--- src/design/fsa_pkg.sv ---
// Shared types, codes and constants for the fraction sum accumulator.
package fsa_pkg;

    localparam int WORD_W  = 32;
    localparam int WIDE_W  = 64;
    localparam int SHIFT_W = $clog2(WIDE_W);

    // Status codes of a result word.
    localparam logic [1:0] STATUS_OK   = 2'd0;
    localparam logic [1:0] STATUS_ZERO = 2'd1;
    localparam logic [1:0] STATUS_OVF  = 2'd2;

    // Largest quotient magnitudes that still fit a signed 32-bit result.
    localparam logic [WIDE_W-1:0] POS_LIMIT = WIDE_W'(64'h0000_0000_7FFF_FFFF);
    localparam logic [WIDE_W-1:0] NEG_LIMIT = WIDE_W'(64'h0000_0000_8000_0000);

    // Main sequencer states.
    typedef enum logic [3:0] {
        S_IDLE,
        S_MUL_P,
        S_MUL_Q,
        S_MUL_D,
        S_SUM,
        S_CHECK,
        S_GCD,
        S_GCD_WAIT,
        S_DIVN,
        S_DIVN_WAIT,
        S_DIVD,
        S_DIVD_WAIT,
        S_FINISH
    } fsa_state_t;

    // Divider states.
    typedef enum logic [1:0] {
        D_IDLE,
        D_ALIGN,
        D_SUB
    } fsa_div_state_t;

    // Request to the shared divider.
    typedef struct packed {
        logic              start;
        logic [WIDE_W-1:0] dividend;
        logic [WIDE_W-1:0] divisor;
    } fsa_div_req_t;

    // Response from the shared divider.
    typedef struct packed {
        logic              done;
        logic [WIDE_W-1:0] quotient;
        logic [WIDE_W-1:0] remainder;
    } fsa_div_rsp_t;

endpackage

--- src/design/fsa_if.sv ---
// Handshake channels for the input fraction word and the result word.
interface fsa_in_if import fsa_pkg::*; ();
    logic                     valid;
    logic                     ready;
    logic signed [WORD_W-1:0] add_numerator;
    logic signed [WORD_W-1:0] add_denominator;
    logic                     first;

    modport source (output valid, output add_numerator, output add_denominator,
                    output first, input ready);
    modport sink (input valid, input add_numerator, input add_denominator,
                  input first, output ready);
endinterface

interface fsa_out_if import fsa_pkg::*; ();
    logic                     valid;
    logic                     ready;
    logic signed [WORD_W-1:0] sum_numerator;
    logic signed [WORD_W-1:0] sum_denominator;
    logic [1:0]               status;

    modport source (output valid, output sum_numerator, output sum_denominator,
                    output status, input ready);
    modport sink (input valid, input sum_numerator, input sum_denominator,
                  input status, output ready);
endinterface

--- src/design/fsa_div.sv ---
// Shared 64-bit unsigned shift-subtract divider giving quotient and remainder.
module fsa_div import fsa_pkg::*; (
    input  logic         clk,
    input  logic         rst_n,
    input  fsa_div_req_t req,
    output fsa_div_rsp_t rsp
);

    fsa_div_state_t      state_reg, state_next;
    logic [WIDE_W-1:0]   r_reg, r_next;
    logic [WIDE_W-1:0]   d_reg, d_next;
    logic [WIDE_W-1:0]   q_reg, q_next;
    logic [SHIFT_W-1:0]  k_reg, k_next;
    logic                done_reg, done_next;

    logic [WIDE_W-1:0]   d_dbl;
    logic                can_shift;
    logic [WIDE_W:0]     diff;
    logic                ge;

    // One compare or one compare-subtract per cycle.
    assign d_dbl     = {d_reg[WIDE_W-2:0], 1'b0};
    assign can_shift = !d_reg[WIDE_W-1] && (d_dbl <= r_reg) &&
                       (k_reg != SHIFT_W'(WIDE_W - 1));
    assign diff      = {1'b0, r_reg} - {1'b0, d_reg};
    assign ge        = !diff[WIDE_W];

    always_comb
    begin
        state_next = state_reg;
        r_next     = r_reg;
        d_next     = d_reg;
        q_next     = q_reg;
        k_next     = k_reg;
        done_next  = 1'b0;
        case (state_reg)
            D_IDLE:
            begin
                if (req.start)
                begin
                    r_next     = req.dividend;
                    d_next     = req.divisor;
                    q_next     = '0;
                    k_next     = '0;
                    state_next = D_ALIGN;
                end
            end
            // Walk the divisor up under the dividend's leading bit.
            D_ALIGN:
            begin
                if (can_shift)
                begin
                    d_next = d_dbl;
                    k_next = k_reg + SHIFT_W'(1);
                end
                else
                begin
                    state_next = D_SUB;
                end
            end
            // Restoring step: one quotient bit, then walk the divisor back down.
            D_SUB:
            begin
                if (ge)
                begin
                    r_next = diff[WIDE_W-1:0];
                    q_next = {q_reg[WIDE_W-2:0], 1'b1};
                end
                else
                begin
                    q_next = {q_reg[WIDE_W-2:0], 1'b0};
                end
                if (k_reg == '0)
                begin
                    done_next  = 1'b1;
                    state_next = D_IDLE;
                end
                else
                begin
                    d_next = {1'b0, d_reg[WIDE_W-1:1]};
                    k_next = k_reg - SHIFT_W'(1);
                end
            end
            default:
            begin
                state_next = D_IDLE;
            end
        endcase
    end

    always_ff @(posedge clk or negedge rst_n)
    begin
        if (!rst_n)
        begin
            state_reg <= D_IDLE;
            done_reg  <= 1'b0;
        end
        else
        begin
            state_reg <= state_next;
            done_reg  <= done_next;
        end
    end

    always_ff @(posedge clk)
    begin
        r_reg <= r_next;
        d_reg <= d_next;
        q_reg <= q_next;
        k_reg <= k_next;
    end

    assign rsp.done      = done_reg;
    assign rsp.quotient  = q_reg;
    assign rsp.remainder = r_reg;

endmodule

--- src/design/fraction_sum_accumulator_unit.sv ---
// Running fraction accumulator: adds each input fraction and reduces by Euclid's GCD.
//
// The block holds a running sum that starts at 0/1 after reset; each input word adds
// add_numerator/add_denominator by cross-multiplication at 64 bits, reduces the sum by
// Euclid's remainder GCD with truncating (C-style) signs, stores it and returns it. A
// set first bit restarts from 0/1 before adding. Status 1 flags a zero denominator and
// status 2 an overflow of the 64-bit sum or of a reduced 32-bit part; in both cases the
// running sum is kept and returned unchanged. One item is processed at a time and the
// input is not ready until its result has been loaded into the output register. The
// time per item is set by one shared shift-subtract divider, whose work for a division
// grows with how many places the divisor is shifted up under the dividend (none when
// the dividend is the smaller). Euclid needs one division per remainder step, and two
// more divisions turn the sum into its reduced parts.
module fraction_sum_accumulator_unit import fsa_pkg::*; (
    input  logic clk,
    input  logic rst_n,
    fsa_in_if.sink    add_in,
    fsa_out_if.source sum_out
);

    fsa_state_t               state_reg, state_next;
    logic signed [WORD_W-1:0] run_num_reg, run_num_next;
    logic signed [WORD_W-1:0] run_den_reg, run_den_next;
    logic                     out_valid_reg, out_valid_next;

    logic signed [WORD_W-1:0] op_n_reg, op_n_next;
    logic signed [WORD_W-1:0] op_d_reg, op_d_next;
    logic signed [WORD_W-1:0] an_reg, an_next;
    logic signed [WORD_W-1:0] ad_reg, ad_next;
    logic [WIDE_W-1:0]        p_reg, p_next;
    logic [WIDE_W-1:0]        q_reg, q_next;
    logic [WIDE_W-1:0]        den_reg, den_next;
    logic [WIDE_W-1:0]        num_reg, num_next;
    logic                     ovf_reg, ovf_next;
    logic [WIDE_W-1:0]        a_reg, a_next;
    logic [WIDE_W-1:0]        b_reg, b_next;
    logic [WIDE_W-1:0]        num_mag_reg, num_mag_next;
    logic [WIDE_W-1:0]        den_mag_reg, den_mag_next;
    logic                     num_neg_reg, num_neg_next;
    logic                     den_neg_reg, den_neg_next;
    logic                     odd_reg, odd_next;
    logic                     g_neg_reg, g_neg_next;
    logic [WORD_W-1:0]        n32_reg, n32_next;
    logic [WORD_W-1:0]        d32_reg, d32_next;
    logic [1:0]               status_reg, status_next;
    logic [WORD_W-1:0]        out_num_reg, out_num_next;
    logic [WORD_W-1:0]        out_den_reg, out_den_next;
    logic [1:0]               out_status_reg, out_status_next;

    logic signed [WORD_W-1:0] mul_a;
    logic signed [WORD_W-1:0] mul_b;
    logic signed [WIDE_W-1:0] product;
    logic [WIDE_W:0]          sum_wide;
    logic                     accept;
    logic                     out_free;
    logic                     q_neg;
    logic                     q_fits;
    logic [WORD_W-1:0]        q_signed;
    fsa_div_req_t             div_req;
    fsa_div_rsp_t             div_rsp;

    // Two's complement magnitude of a 64-bit value.
    function automatic logic [WIDE_W-1:0] mag64(input logic [WIDE_W-1:0] v);
        mag64 = v[WIDE_W-1] ? (~v + WIDE_W'(1)) : v;
    endfunction

    fsa_div u_div (
        .clk   (clk),
        .rst_n (rst_n),
        .req   (div_req),
        .rsp   (div_rsp)
    );

    // The one multiplier is shared by the three cross products.
    always_comb
    begin
        case (state_reg)
            S_MUL_P:
            begin
                mul_a = op_n_reg;
                mul_b = ad_reg;
            end
            S_MUL_Q:
            begin
                mul_a = op_d_reg;
                mul_b = an_reg;
            end
            default:
            begin
                mul_a = op_d_reg;
                mul_b = ad_reg;
            end
        endcase
    end

    assign product  = mul_a * mul_b;
    assign sum_wide = {p_reg[WIDE_W-1], p_reg} + {q_reg[WIDE_W-1], q_reg};
    assign accept   = add_in.valid && add_in.ready;
    assign out_free = !out_valid_reg || sum_out.ready;

    // Sign and range of a reduced part coming out of the divider.
    assign q_neg    = (state_reg == S_DIVN_WAIT) ? (num_neg_reg ^ g_neg_reg)
                                                  : (den_neg_reg ^ g_neg_reg);
    assign q_fits   = q_neg ? (div_rsp.quotient <= NEG_LIMIT)
                            : (div_rsp.quotient <= POS_LIMIT);
    assign q_signed = q_neg ? (~div_rsp.quotient[WORD_W-1:0] + WORD_W'(1))
                            : div_rsp.quotient[WORD_W-1:0];

    // Sequencer: next state, datapath loads and divider requests.
    always_comb
    begin
        state_next      = state_reg;
        run_num_next    = run_num_reg;
        run_den_next    = run_den_reg;
        out_valid_next  = out_valid_reg;
        op_n_next       = op_n_reg;
        op_d_next       = op_d_reg;
        an_next         = an_reg;
        ad_next         = ad_reg;
        p_next          = p_reg;
        q_next          = q_reg;
        den_next        = den_reg;
        num_next        = num_reg;
        ovf_next        = ovf_reg;
        a_next          = a_reg;
        b_next          = b_reg;
        num_mag_next    = num_mag_reg;
        den_mag_next    = den_mag_reg;
        num_neg_next    = num_neg_reg;
        den_neg_next    = den_neg_reg;
        odd_next        = odd_reg;
        g_neg_next      = g_neg_reg;
        n32_next        = n32_reg;
        d32_next        = d32_reg;
        status_next     = status_reg;
        out_num_next    = out_num_reg;
        out_den_next    = out_den_reg;
        out_status_next = out_status_reg;
        div_req.start    = 1'b0;
        div_req.dividend = a_reg;
        div_req.divisor  = b_reg;

        // The output word leaves when the sink takes it.
        if (sum_out.valid && sum_out.ready)
        begin
            out_valid_next = 1'b0;
        end

        case (state_reg)
            S_IDLE:
            begin
                if (accept)
                begin
                    op_n_next   = add_in.first ? '0 : run_num_reg;
                    op_d_next   = add_in.first ? WORD_W'(1) : run_den_reg;
                    an_next     = add_in.add_numerator;
                    ad_next     = add_in.add_denominator;
                    status_next = STATUS_OK;
                    state_next  = S_MUL_P;
                end
            end
            S_MUL_P:
            begin
                p_next     = product;
                state_next = S_MUL_Q;
            end
            S_MUL_Q:
            begin
                q_next     = product;
                state_next = S_MUL_D;
            end
            S_MUL_D:
            begin
                den_next   = product;
                state_next = S_SUM;
            end
            // Wide add with a 65th bit to catch a sum past the 64-bit range.
            S_SUM:
            begin
                num_next   = sum_wide[WIDE_W-1:0];
                ovf_next   = sum_wide[WIDE_W] != sum_wide[WIDE_W-1];
                state_next = S_CHECK;
            end
            S_CHECK:
            begin
                num_mag_next = mag64(num_reg);
                den_mag_next = mag64(den_reg);
                num_neg_next = num_reg[WIDE_W-1];
                den_neg_next = den_reg[WIDE_W-1];
                a_next       = mag64(num_reg);
                b_next       = mag64(den_reg);
                odd_next     = 1'b0;
                if (ovf_reg)
                begin
                    status_next = STATUS_OVF;
                    state_next  = S_FINISH;
                end
                else if (den_reg == '0)
                begin
                    status_next = STATUS_ZERO;
                    state_next  = S_FINISH;
                end
                else
                begin
                    state_next = S_GCD;
                end
            end
            // Euclid on magnitudes; remainders alternate between the signs of the
            // sum and of the denominator, so the step count gives the GCD's sign.
            S_GCD:
            begin
                if (b_reg == '0)
                begin
                    g_neg_next = odd_reg ? den_neg_reg : num_neg_reg;
                    state_next = S_DIVN;
                end
                else
                begin
                    div_req.start = 1'b1;
                    state_next    = S_GCD_WAIT;
                end
            end
            S_GCD_WAIT:
            begin
                if (div_rsp.done)
                begin
                    a_next     = b_reg;
                    b_next     = div_rsp.remainder;
                    odd_next   = !odd_reg;
                    state_next = S_GCD;
                end
            end
            S_DIVN:
            begin
                div_req.start    = 1'b1;
                div_req.dividend = num_mag_reg;
                div_req.divisor  = a_reg;
                state_next       = S_DIVN_WAIT;
            end
            S_DIVN_WAIT:
            begin
                if (div_rsp.done)
                begin
                    n32_next = q_signed;
                    if (!q_fits)
                    begin
                        status_next = STATUS_OVF;
                    end
                    state_next = S_DIVD;
                end
            end
            S_DIVD:
            begin
                div_req.start    = 1'b1;
                div_req.dividend = den_mag_reg;
                div_req.divisor  = a_reg;
                state_next       = S_DIVD_WAIT;
            end
            S_DIVD_WAIT:
            begin
                if (div_rsp.done)
                begin
                    d32_next = q_signed;
                    if (!q_fits)
                    begin
                        status_next = STATUS_OVF;
                    end
                    state_next = S_FINISH;
                end
            end
            // Commit the running sum on success and load the output word.
            S_FINISH:
            begin
                if (out_free)
                begin
                    out_valid_next  = 1'b1;
                    out_status_next = status_reg;
                    if (status_reg == STATUS_OK)
                    begin
                        run_num_next = n32_reg;
                        run_den_next = d32_reg;
                        out_num_next = n32_reg;
                        out_den_next = d32_reg;
                    end
                    else
                    begin
                        out_num_next = run_num_reg;
                        out_den_next = run_den_reg;
                    end
                    state_next = S_IDLE;
                end
            end
            default:
            begin
                state_next = S_IDLE;
            end
        endcase
    end

    always_ff @(posedge clk or negedge rst_n)
    begin
        if (!rst_n)
        begin
            state_reg     <= S_IDLE;
            run_num_reg   <= '0;
            run_den_reg   <= WORD_W'(1);
            out_valid_reg <= 1'b0;
        end
        else
        begin
            state_reg     <= state_next;
            run_num_reg   <= run_num_next;
            run_den_reg   <= run_den_next;
            out_valid_reg <= out_valid_next;
        end
    end

    always_ff @(posedge clk)
    begin
        op_n_reg       <= op_n_next;
        op_d_reg       <= op_d_next;
        an_reg         <= an_next;
        ad_reg         <= ad_next;
        p_reg          <= p_next;
        q_reg          <= q_next;
        den_reg        <= den_next;
        num_reg        <= num_next;
        ovf_reg        <= ovf_next;
        a_reg          <= a_next;
        b_reg          <= b_next;
        num_mag_reg    <= num_mag_next;
        den_mag_reg    <= den_mag_next;
        num_neg_reg    <= num_neg_next;
        den_neg_reg    <= den_neg_next;
        odd_reg        <= odd_next;
        g_neg_reg      <= g_neg_next;
        n32_reg        <= n32_next;
        d32_reg        <= d32_next;
        status_reg     <= status_next;
        out_num_reg    <= out_num_next;
        out_den_reg    <= out_den_next;
        out_status_reg <= out_status_next;
    end

    assign add_in.ready            = (state_reg == S_IDLE);
    assign sum_out.valid           = out_valid_reg;
    assign sum_out.sum_numerator   = out_num_reg;
    assign sum_out.sum_denominator = out_den_reg;
    assign sum_out.status          = out_status_reg;

    // A new result word only appears out of the commit state.
    a_out_from_finish: assert property (@(posedge clk) disable iff (!rst_n)
        $rose(out_valid_reg) |-> $past(state_reg == S_FINISH))
        else $error("result word raised outside the commit state");

    // The stored running denominator is never zero.
    a_run_den_nonzero: assert property (@(posedge clk) disable iff (!rst_n)
        run_den_reg != '0)
        else $error("running denominator became zero");

    // Only the three defined status codes are ever shown.
    a_status_code: assert property (@(posedge clk) disable iff (!rst_n)
        sum_out.valid |-> (sum_out.status == STATUS_OK ||
                           sum_out.status == STATUS_ZERO ||
                           sum_out.status == STATUS_OVF))
        else $error("undefined status code on the output");

    // An accepted word starts the multiply sequence at once.
    a_accept_starts: assert property (@(posedge clk) disable iff (!rst_n)
        accept |=> state_reg == S_MUL_P)
        else $error("accepted word did not start the multiply sequence");

endmodule

--- src/flat_wrapper.sv ---
// flat-port wrapper written by rule: the top's interface ports become plain ports
module fraction_sum_accumulator_unit_flat import fsa_pkg::*;
  (clk, rst_n, add_in_valid, add_in_add_numerator, add_in_add_denominator, add_in_first, add_in_ready, sum_out_valid, sum_out_sum_numerator, sum_out_sum_denominator, sum_out_status, sum_out_ready);
  fsa_in_if add_in_i ();
  fsa_out_if sum_out_i ();
  input  logic clk;
  input  logic rst_n;
  input wire logic [$bits(add_in_i.valid)-1:0] add_in_valid;
  input wire logic [$bits(add_in_i.add_numerator)-1:0] add_in_add_numerator;
  input wire logic [$bits(add_in_i.add_denominator)-1:0] add_in_add_denominator;
  input wire logic [$bits(add_in_i.first)-1:0] add_in_first;
  output wire logic [$bits(add_in_i.ready)-1:0] add_in_ready;
  output wire logic [$bits(sum_out_i.valid)-1:0] sum_out_valid;
  output wire logic [$bits(sum_out_i.sum_numerator)-1:0] sum_out_sum_numerator;
  output wire logic [$bits(sum_out_i.sum_denominator)-1:0] sum_out_sum_denominator;
  output wire logic [$bits(sum_out_i.status)-1:0] sum_out_status;
  input wire logic [$bits(sum_out_i.ready)-1:0] sum_out_ready;
  assign add_in_i.valid = add_in_valid;
  assign add_in_i.add_numerator = add_in_add_numerator;
  assign add_in_i.add_denominator = add_in_add_denominator;
  assign add_in_i.first = add_in_first;
  assign add_in_ready = add_in_i.ready;
  assign sum_out_valid = sum_out_i.valid;
  assign sum_out_sum_numerator = sum_out_i.sum_numerator;
  assign sum_out_sum_denominator = sum_out_i.sum_denominator;
  assign sum_out_status = sum_out_i.status;
  assign sum_out_i.ready = sum_out_ready;
  fraction_sum_accumulator_unit u_core (.clk(clk), .rst_n(rst_n), .add_in(add_in_i), .sum_out(sum_out_i));
endmodule
--- config.mk ---
export PLATFORM = sky130hd
export DESIGN_NAME = fraction_sum_accumulator_unit_flat
export DESIGN_NICKNAME = d
export VERILOG_FILES = /design/src/design/fsa_pkg.sv /design/src/design/fsa_if.sv /design/src/design/fsa_div.sv /design/src/design/fraction_sum_accumulator_unit.sv /design/src/flat_wrapper.sv
export SDC_FILE = /design/constraint.sdc
export NUM_CORES = 2
export LEC_CHECK = 0
export BUFFER_PORTS_ARGS = -buffer_cell sky130_fd_sc_hd__buf_2
export CAP_MARGIN = 20
export CORE_UTILIZATION = 30
export CTS_CLUSTER_DIAMETER = 100
export CTS_CLUSTER_SIZE = 25
export DETAILED_ROUTE_END_ITERATION = 8
export GPL_TIMING_DRIVEN = 0
export PLACE_DENSITY = 0.54
export SYNTH_ARGS = -nofsm -noshare
export SYNTH_HDL_FRONTEND = slang
export SYNTH_SLANG_ARGS = --single-unit
--- constraint.sdc ---
create_clock -name clk -period 11.4 [get_ports clk]
set_input_delay 0.57 -clock clk [delete_from_list [all_inputs] [get_ports clk]]
set_output_delay 0.57 -clock clk [all_outputs]
set_load 0.01 [all_outputs]
; After elaboration in Yosys (flattened, before gate mapping)
; Cells that the tools add are included.
[op_classes]
mul = 1
addsub = 7
n_lt_le_gt_ge = 3
n_bitwise = 5
mux = 57
reduce_logical = 32
eq_ne = 30
[ops]
columns = operator, n
row1 = 64-bit two-way mux, 10
row2 = 64-bit case mux with 2 select lines, 4
row3 = 128-bit case mux with 2 select lines, 1
row4 = 64-bit case mux with 3 select lines, 1
row5 = 32-bit two-way mux, 5
row6 = "64-bit by 1-bit adder with 64-bit output, second input constant", 2
row7 = 64-bit zero test, 2
row8 = 64-bit NOT, 2
row9 = 64-bit by 64-bit adder with 65-bit output, 1
row10 = 64-bit by 64-bit subtractor with 65-bit output, 1
row11 = "64-bit by 31-bit less-or-equal comparator with 1-bit output, second input constant", 1
row12 = "64-bit by 32-bit less-or-equal comparator with 1-bit output, second input constant", 1
row13 = 64-bit less-or-equal comparator, 1
row14 = 32-bit by 32-bit multiplier with 64-bit output, 1
row15 = 4-bit case mux with 13 select lines, 1
row16 = "32-bit by 1-bit adder with 32-bit output, second input constant", 1
row17 = 4-bit two-way mux, 8
row18 = 32-bit NOT, 1
row19 = "4-bit equality test, second input constant", 5
row20 = "2-bit != test, second input constant", 10
row21 = 6-bit two-way mux, 3
row22 = 6-bit case mux with 3 select lines, 1
row23 = "4-bit by 3-bit equality test with 1-bit output, second input constant", 4
row24 = 2-bit two-way mux, 8
row25 = other kinds (27), 60
[totals]
ff_bits = 1047
out_inout_bits = 68
wordCells = 168

; Logic depth before layout (Yosys ltp)
[depth]
depth_word = 6
ltp_mapped = 36
ltp_nobuf = 31

; By module
; A second synthesis with hierarchy kept.
[unflattened]
cells_unflattened = 8266
area_unflattened_um2 = 88735.1
[by_module_without_submodules]
columns = mod, cells_per_inst, seq_area_each_um2, n_inst, area_per_inst_um2
row1 = fraction_sum_accumulator_unit, 6817, 25060.3, 1, 74286.2
row2 = fsa_div, 1449, 6020.8, 1, 14448.9

; Worst setup path after synthesis
; OpenSTA, ideal clock, no wires.
[synth_path]
kind = reg2reg
start = register u_core.state_reg[2]
end = register u_core.den_reg[63], data pin
setup_time_ns = 0.269
setup_slack_ns = -0.272
required_ns = 11.131
t_arrival_ns = 11.403
path_stages_with_launch = 33
cell_sequence = dfrtp_1 clkbuf_1 or2_2 clkbuf_1 nor2_1 clkbuf_1 buf_1 mux2i_1 nor2_1 fa_1 fa_1 fa_1 fa_1 inv_1 fa_1 inv_1 fa_1 inv_1 fa_1 inv_1 fa_1 ha_1 a21o_1 a21o_1 a21oi_1 nor2_1 a31oi_1 nor2_1 a21oi_1 nand3_1 a31o_2 a21oi_1 xnor2_1
[synth_between]
elab_chain_cells = 3
elab_cells_between_ends = 5
cone_classes = mul (1) / eq/ne (2) / mux (2)
[synth_lines]
columns = item, line_no
row1 = start: declaration, fraction_sum_accumulator_unit.sv:21  ; fsa_state_t state_reg, state_next;
row2 = start signal: assignment, fraction_sum_accumulator_unit.sv:311  ; state_reg <= state_next;
row3 = 4-bit by 1-bit equality test with 1-bit output / 4-bit by 2-bit equality test with 1-bit output (equally long branches), fraction_sum_accumulator_unit.sv:77  ; case (state_reg)
row4 = 32-bit two-way mux, fraction_sum_accumulator_unit.sv:77
row5 = 32-bit by 32-bit multiplier with 64-bit output (*), fraction_sum_accumulator_unit.sv:96  ; assign product = mul_a * mul_b;
row6 = net u_core.product[63], fraction_sum_accumulator_unit.sv:52  ; logic signed [WIDE_W-1:0] product;
row7 = end signal: assignment, fraction_sum_accumulator_unit.sv:326  ; den_reg <= den_next;
row8 = end: declaration, fraction_sum_accumulator_unit.sv:32  ; logic [WIDE_W-1:0] den_reg, den_next;
; The timed path passes the listed nets; every way through them passes the cells marked *.
; A chain may end at the register's enable or synchronous reset.

; Worst setup path in the final report
[layout_path]
start = register u_core.state_reg[2]
end = register u_core.q_reg[61], data pin
[layout_between]
elab_chain_cells = 3
elab_cells_between_ends = 5
cone_classes = mul (1) / eq/ne (2) / mux (2)
[layout_lines]
columns = item, line_no
row1 = 4-bit by 1-bit equality test with 1-bit output / 4-bit by 2-bit equality test with 1-bit output (equally long branches), fraction_sum_accumulator_unit.sv:77
row2 = 32-bit two-way mux, fraction_sum_accumulator_unit.sv:77
row3 = 32-bit by 32-bit multiplier with 64-bit output (*), fraction_sum_accumulator_unit.sv:96
row4 = net u_core.product[61], fraction_sum_accumulator_unit.sv:52
row5 = end signal: assignment, fraction_sum_accumulator_unit.sv:325  ; q_reg <= q_next;
row6 = end: declaration, fraction_sum_accumulator_unit.sv:31  ; logic [WIDE_W-1:0] q_reg, q_next;
; Marked as above.

==> key figures <==
Synthesis
  • Mapped Nets: 9572
  • Adder-Cell Fraction of Synth Area: 30.6%
  • Xor/xnor share of the synthesized area: 3.50%
  • Synth warn: 0
  • Post-synthesis mux area share: 3.78%
  • Main combinational cell family by area after synthesis: adder cells
  • Yosys cell types: 83
  • Yosys reg bits: 1047
  • Top FF cell, synth: edfxtp_1
  • Syn_area_per_cell: 10.8 um^2
  • Post-synth EDFFs: 975
  • Post-synthesis simple-gate area fraction: 11.3%
  • Post-Synthesis Cells: 8031
  • Sequential element share of the synthesized area: 35.7%
  • Post-Syn Area: 86900 um^2
  • Compound-cell area share of the yosys netlist: 8.72%
  • Post-synth ARST share: 6.88%

Timing
  • Tcrit/Tclk final: 98.1%
  • Period minus WS final: 11.18 ns
  • Setup TNS: 0 ns
  • Fin. Hold Viols: 0
  • FMAX: 89.5 MHz
  • # setup viols final: 0
  • Final WS setup: 0.222 ns
  • Slew Limit Headroom: 16.9%
  • Slew @ Worst Pin: 1.25 ns
  • RSZ-0062 raised after global routing: yes
  • Clk_skew: 0.0871 ns
  • Final count of pins violating max slew: 0

Worst setup path
  • Cell mode on critical path: fa_1
  • CP required: 11.85 ns
  • Largest delay share family, worst path: adder cells
  • Max FO, Critical Path: 10
  • CP Capture Type: flip-flop
  • CP max stage cell: fa_1
  • CP Buf/Inv Count: 8
  • Crit path arrival time: 11.63 ns
  • Critical path class: reg -> reg
  • Slowest stage delay, CP: 0.74 ns
  • Crit start category: flip-flop

Global route
  • Pin count of the biggest net entering global routing: 71
  • First-pass GRT wire length: 462000 um
  • Number of global-route vias before repair: 64200
  • Initial antenna violation count: 11
  • Grt total ovfl: 0
  • Total GRT Usage: 22.1%

Route
  • DRC viols: 0
  • Met2 wire length: 148000 um
  • Vias per inst: 5.06
  • Drt pass-1 iters: 6
  • DR WL/cell: 26.6 um
  • Final antenna-violating net count: 0
  • Top Layer Used: met5
  • Routed wl met3: 19400 um
  • Routed vias: 61500
  • Final wirelength: 324000 um
  • Initial DRC Count: 5625
  • WL met1: 138000 um

Layout
  • Area delta synth->final: 11.0%
  • Fill count: 29000
  • NumNets Final: 9885
  • Most common cell after layout, fill and taps aside: inv_1
  • Commonest non-fill, non-tap cells in the layout: inv_1 (1121), fa_1 (1081), edfxtp_1 (975)
  • Share of cells above drive strength 1: 9.10%

Floorplan
  • Core ar.: 288000 um^2
  • Initial Utilization: 30.2%
  • Horiz. Die Dim: 540 um
  • Top Ports: 137
  • Die height: 540 um
  • Die Area: 292000 um^2
  • # rows: 197

Placed design
  • IO buf count: 135
  • DP Wirelength: 272000 um
  • Final GP Congestion: 1.02
  • DP Worst Slack: -1.93 ns

CTS
  • H-tree depth: 2
  • Clock root buffer: clkbuf_16
  • CTS Sinks: 1047
  • Clk buf depth: 3
  • Num CTS Buffers: 49
  • Clock latency on the worst-skew pair: 0.74 ns
  • CTS tree: yes
  • Clock slew at reported path FFs: 0.11 ns

Flow run
  • Maxcap violations: 0

Power and ir drop
  • Pwr dens: 64.8 nW/um^2
  • VDD IR-drop max: 0.131 mV
  • Power, Total: 6.25 mW
  • Leakage power: 39.9 nW

Hold path
  • Worst Hold Class: in -> reg

Outcome
  • Outcome: complete, no violations
## synth_stat cells, drive strengths merged, types with 9 or more instances
cell type  count  area share [%]
o211ai        11           0.095
o31ai         46            0.40
nand2        681             2.9
buf           29            0.13
and2          81            0.58
nand3         55            0.32
xor2          91            0.92
a22oi         64            0.55
a31oi         20            0.14
o31a           9           0.091
nand4         53            0.38
o221ai        45            0.45
clkbuf       323             1.4
dfrtp         71             2.0
xnor2        256             2.6
a2111oi       11            0.11
o41ai         13            0.15
and3          21            0.15
mux2i         82            0.94
o21a          21            0.18
a21o         138             1.2
fa          1085              25
o22ai         45            0.32
or4           17            0.16
nand3b         9           0.078
edfxtp       975              34
o21bai        37            0.32
a21oi        376             2.2
nor3          61            0.36
nand2b        45            0.32
a211oi        83            0.72
nor2b        157             1.1
inv         1125             4.9
or2           27            0.19
nor4          38            0.33
ha           387             5.6
or3           40            0.31
mux2         219             2.8
o21ai        207             1.2
a211o          9           0.091
nor2         891             3.8
## routing by layer
layer / vias up / global-route usage (%)
li1: 27300 / -
met1: 31600 / 29.2
met2: 2149 / 35.6
met3: 512 / 2.79
met4: 2 / 11.0
met5: - / 0
## final cells by class
| type | instances | area, um^2 | area share (%) |
|---|---|---|---|
| Multi-Input combinational cell | 5505 | 50900 | 52.7 |
| Inverter | 1127 | 4240 | 4.39 |
| Clock buffer | 74 | 1340 | 1.39 |
| Tap cell | 3781 | 4730 | 4.90 |
| Antenna cell | 7 | 17.5 | 0.0181 |
| Sequential cell | 1047 | 31100 | 32.2 |
| Timing Repair Buffer | 279 | 2720 | 2.82 |
| Clock inverter | 7 | 120 | 0.124 |
| Buffer | 335 | 1420 | 1.47 |
## path summary, 6_finish.rpt
path / slack (ns) / start / depth (start not counted) / endpoint
max: 0.22 / u_core.state_reg[2] / 31 / u_core.q_reg[61]
min: 0.05 / add_in_add_denominator[15] / 1 / u_core.ad_reg[15]
max reg2reg: 0.22 / u_core.state_reg[2] / 31 / u_core.q_reg[61]
min reg2reg: 0.47 / u_core.num_reg[63] / 0 / u_core.num_neg_reg
max in group asynchronous: 10.39 / rst_n / 3 / u_core.run_den_reg[0]
min in group asynchronous: 0.30 / rst_n / 2 / u_core.run_num_reg[15]
## kinds of logic after synthesis
group | after synthesis
adder cells (fa/ha/maj) | 1472
AO/OA/AOI/OAI | 1187
AND/OR/NAND/NOR | 2198
multiplexers | 301
buffers and inverters | 1479
XOR/XNOR | 347
flip-flops | 1047
## power by group
group	internal (mW)	switching, mW
Combinational	0.0123	0.0156
Sequential	4.14	0.0000000000000000123
Clock	0.838	1.25
Total	4.99	1.27
## through the flow
stage               hold WS [ns]  cells  area (um^2)  util (%)
floorplan                  0.274   8031        87000         -
global placement           0.446  11900        92400      32.1
detailed placement         0.452  12100        94400      32.8
CTS                     0.000309  12200        96300      33.4
global route              0.0101  12200        96500      33.5
finish                    0.0513  12200        96500      33.5
## timing repair
action,4_1_cts,5_1_grt
hold endpoints to repair,28,0
pin swaps,2,1
hold buffers,12,0
setup buffers,10,9
resized for setup,108,79
endpoints found under the setup margin,120,36
cloned,0,1
(Power assumes the default switching activity.)
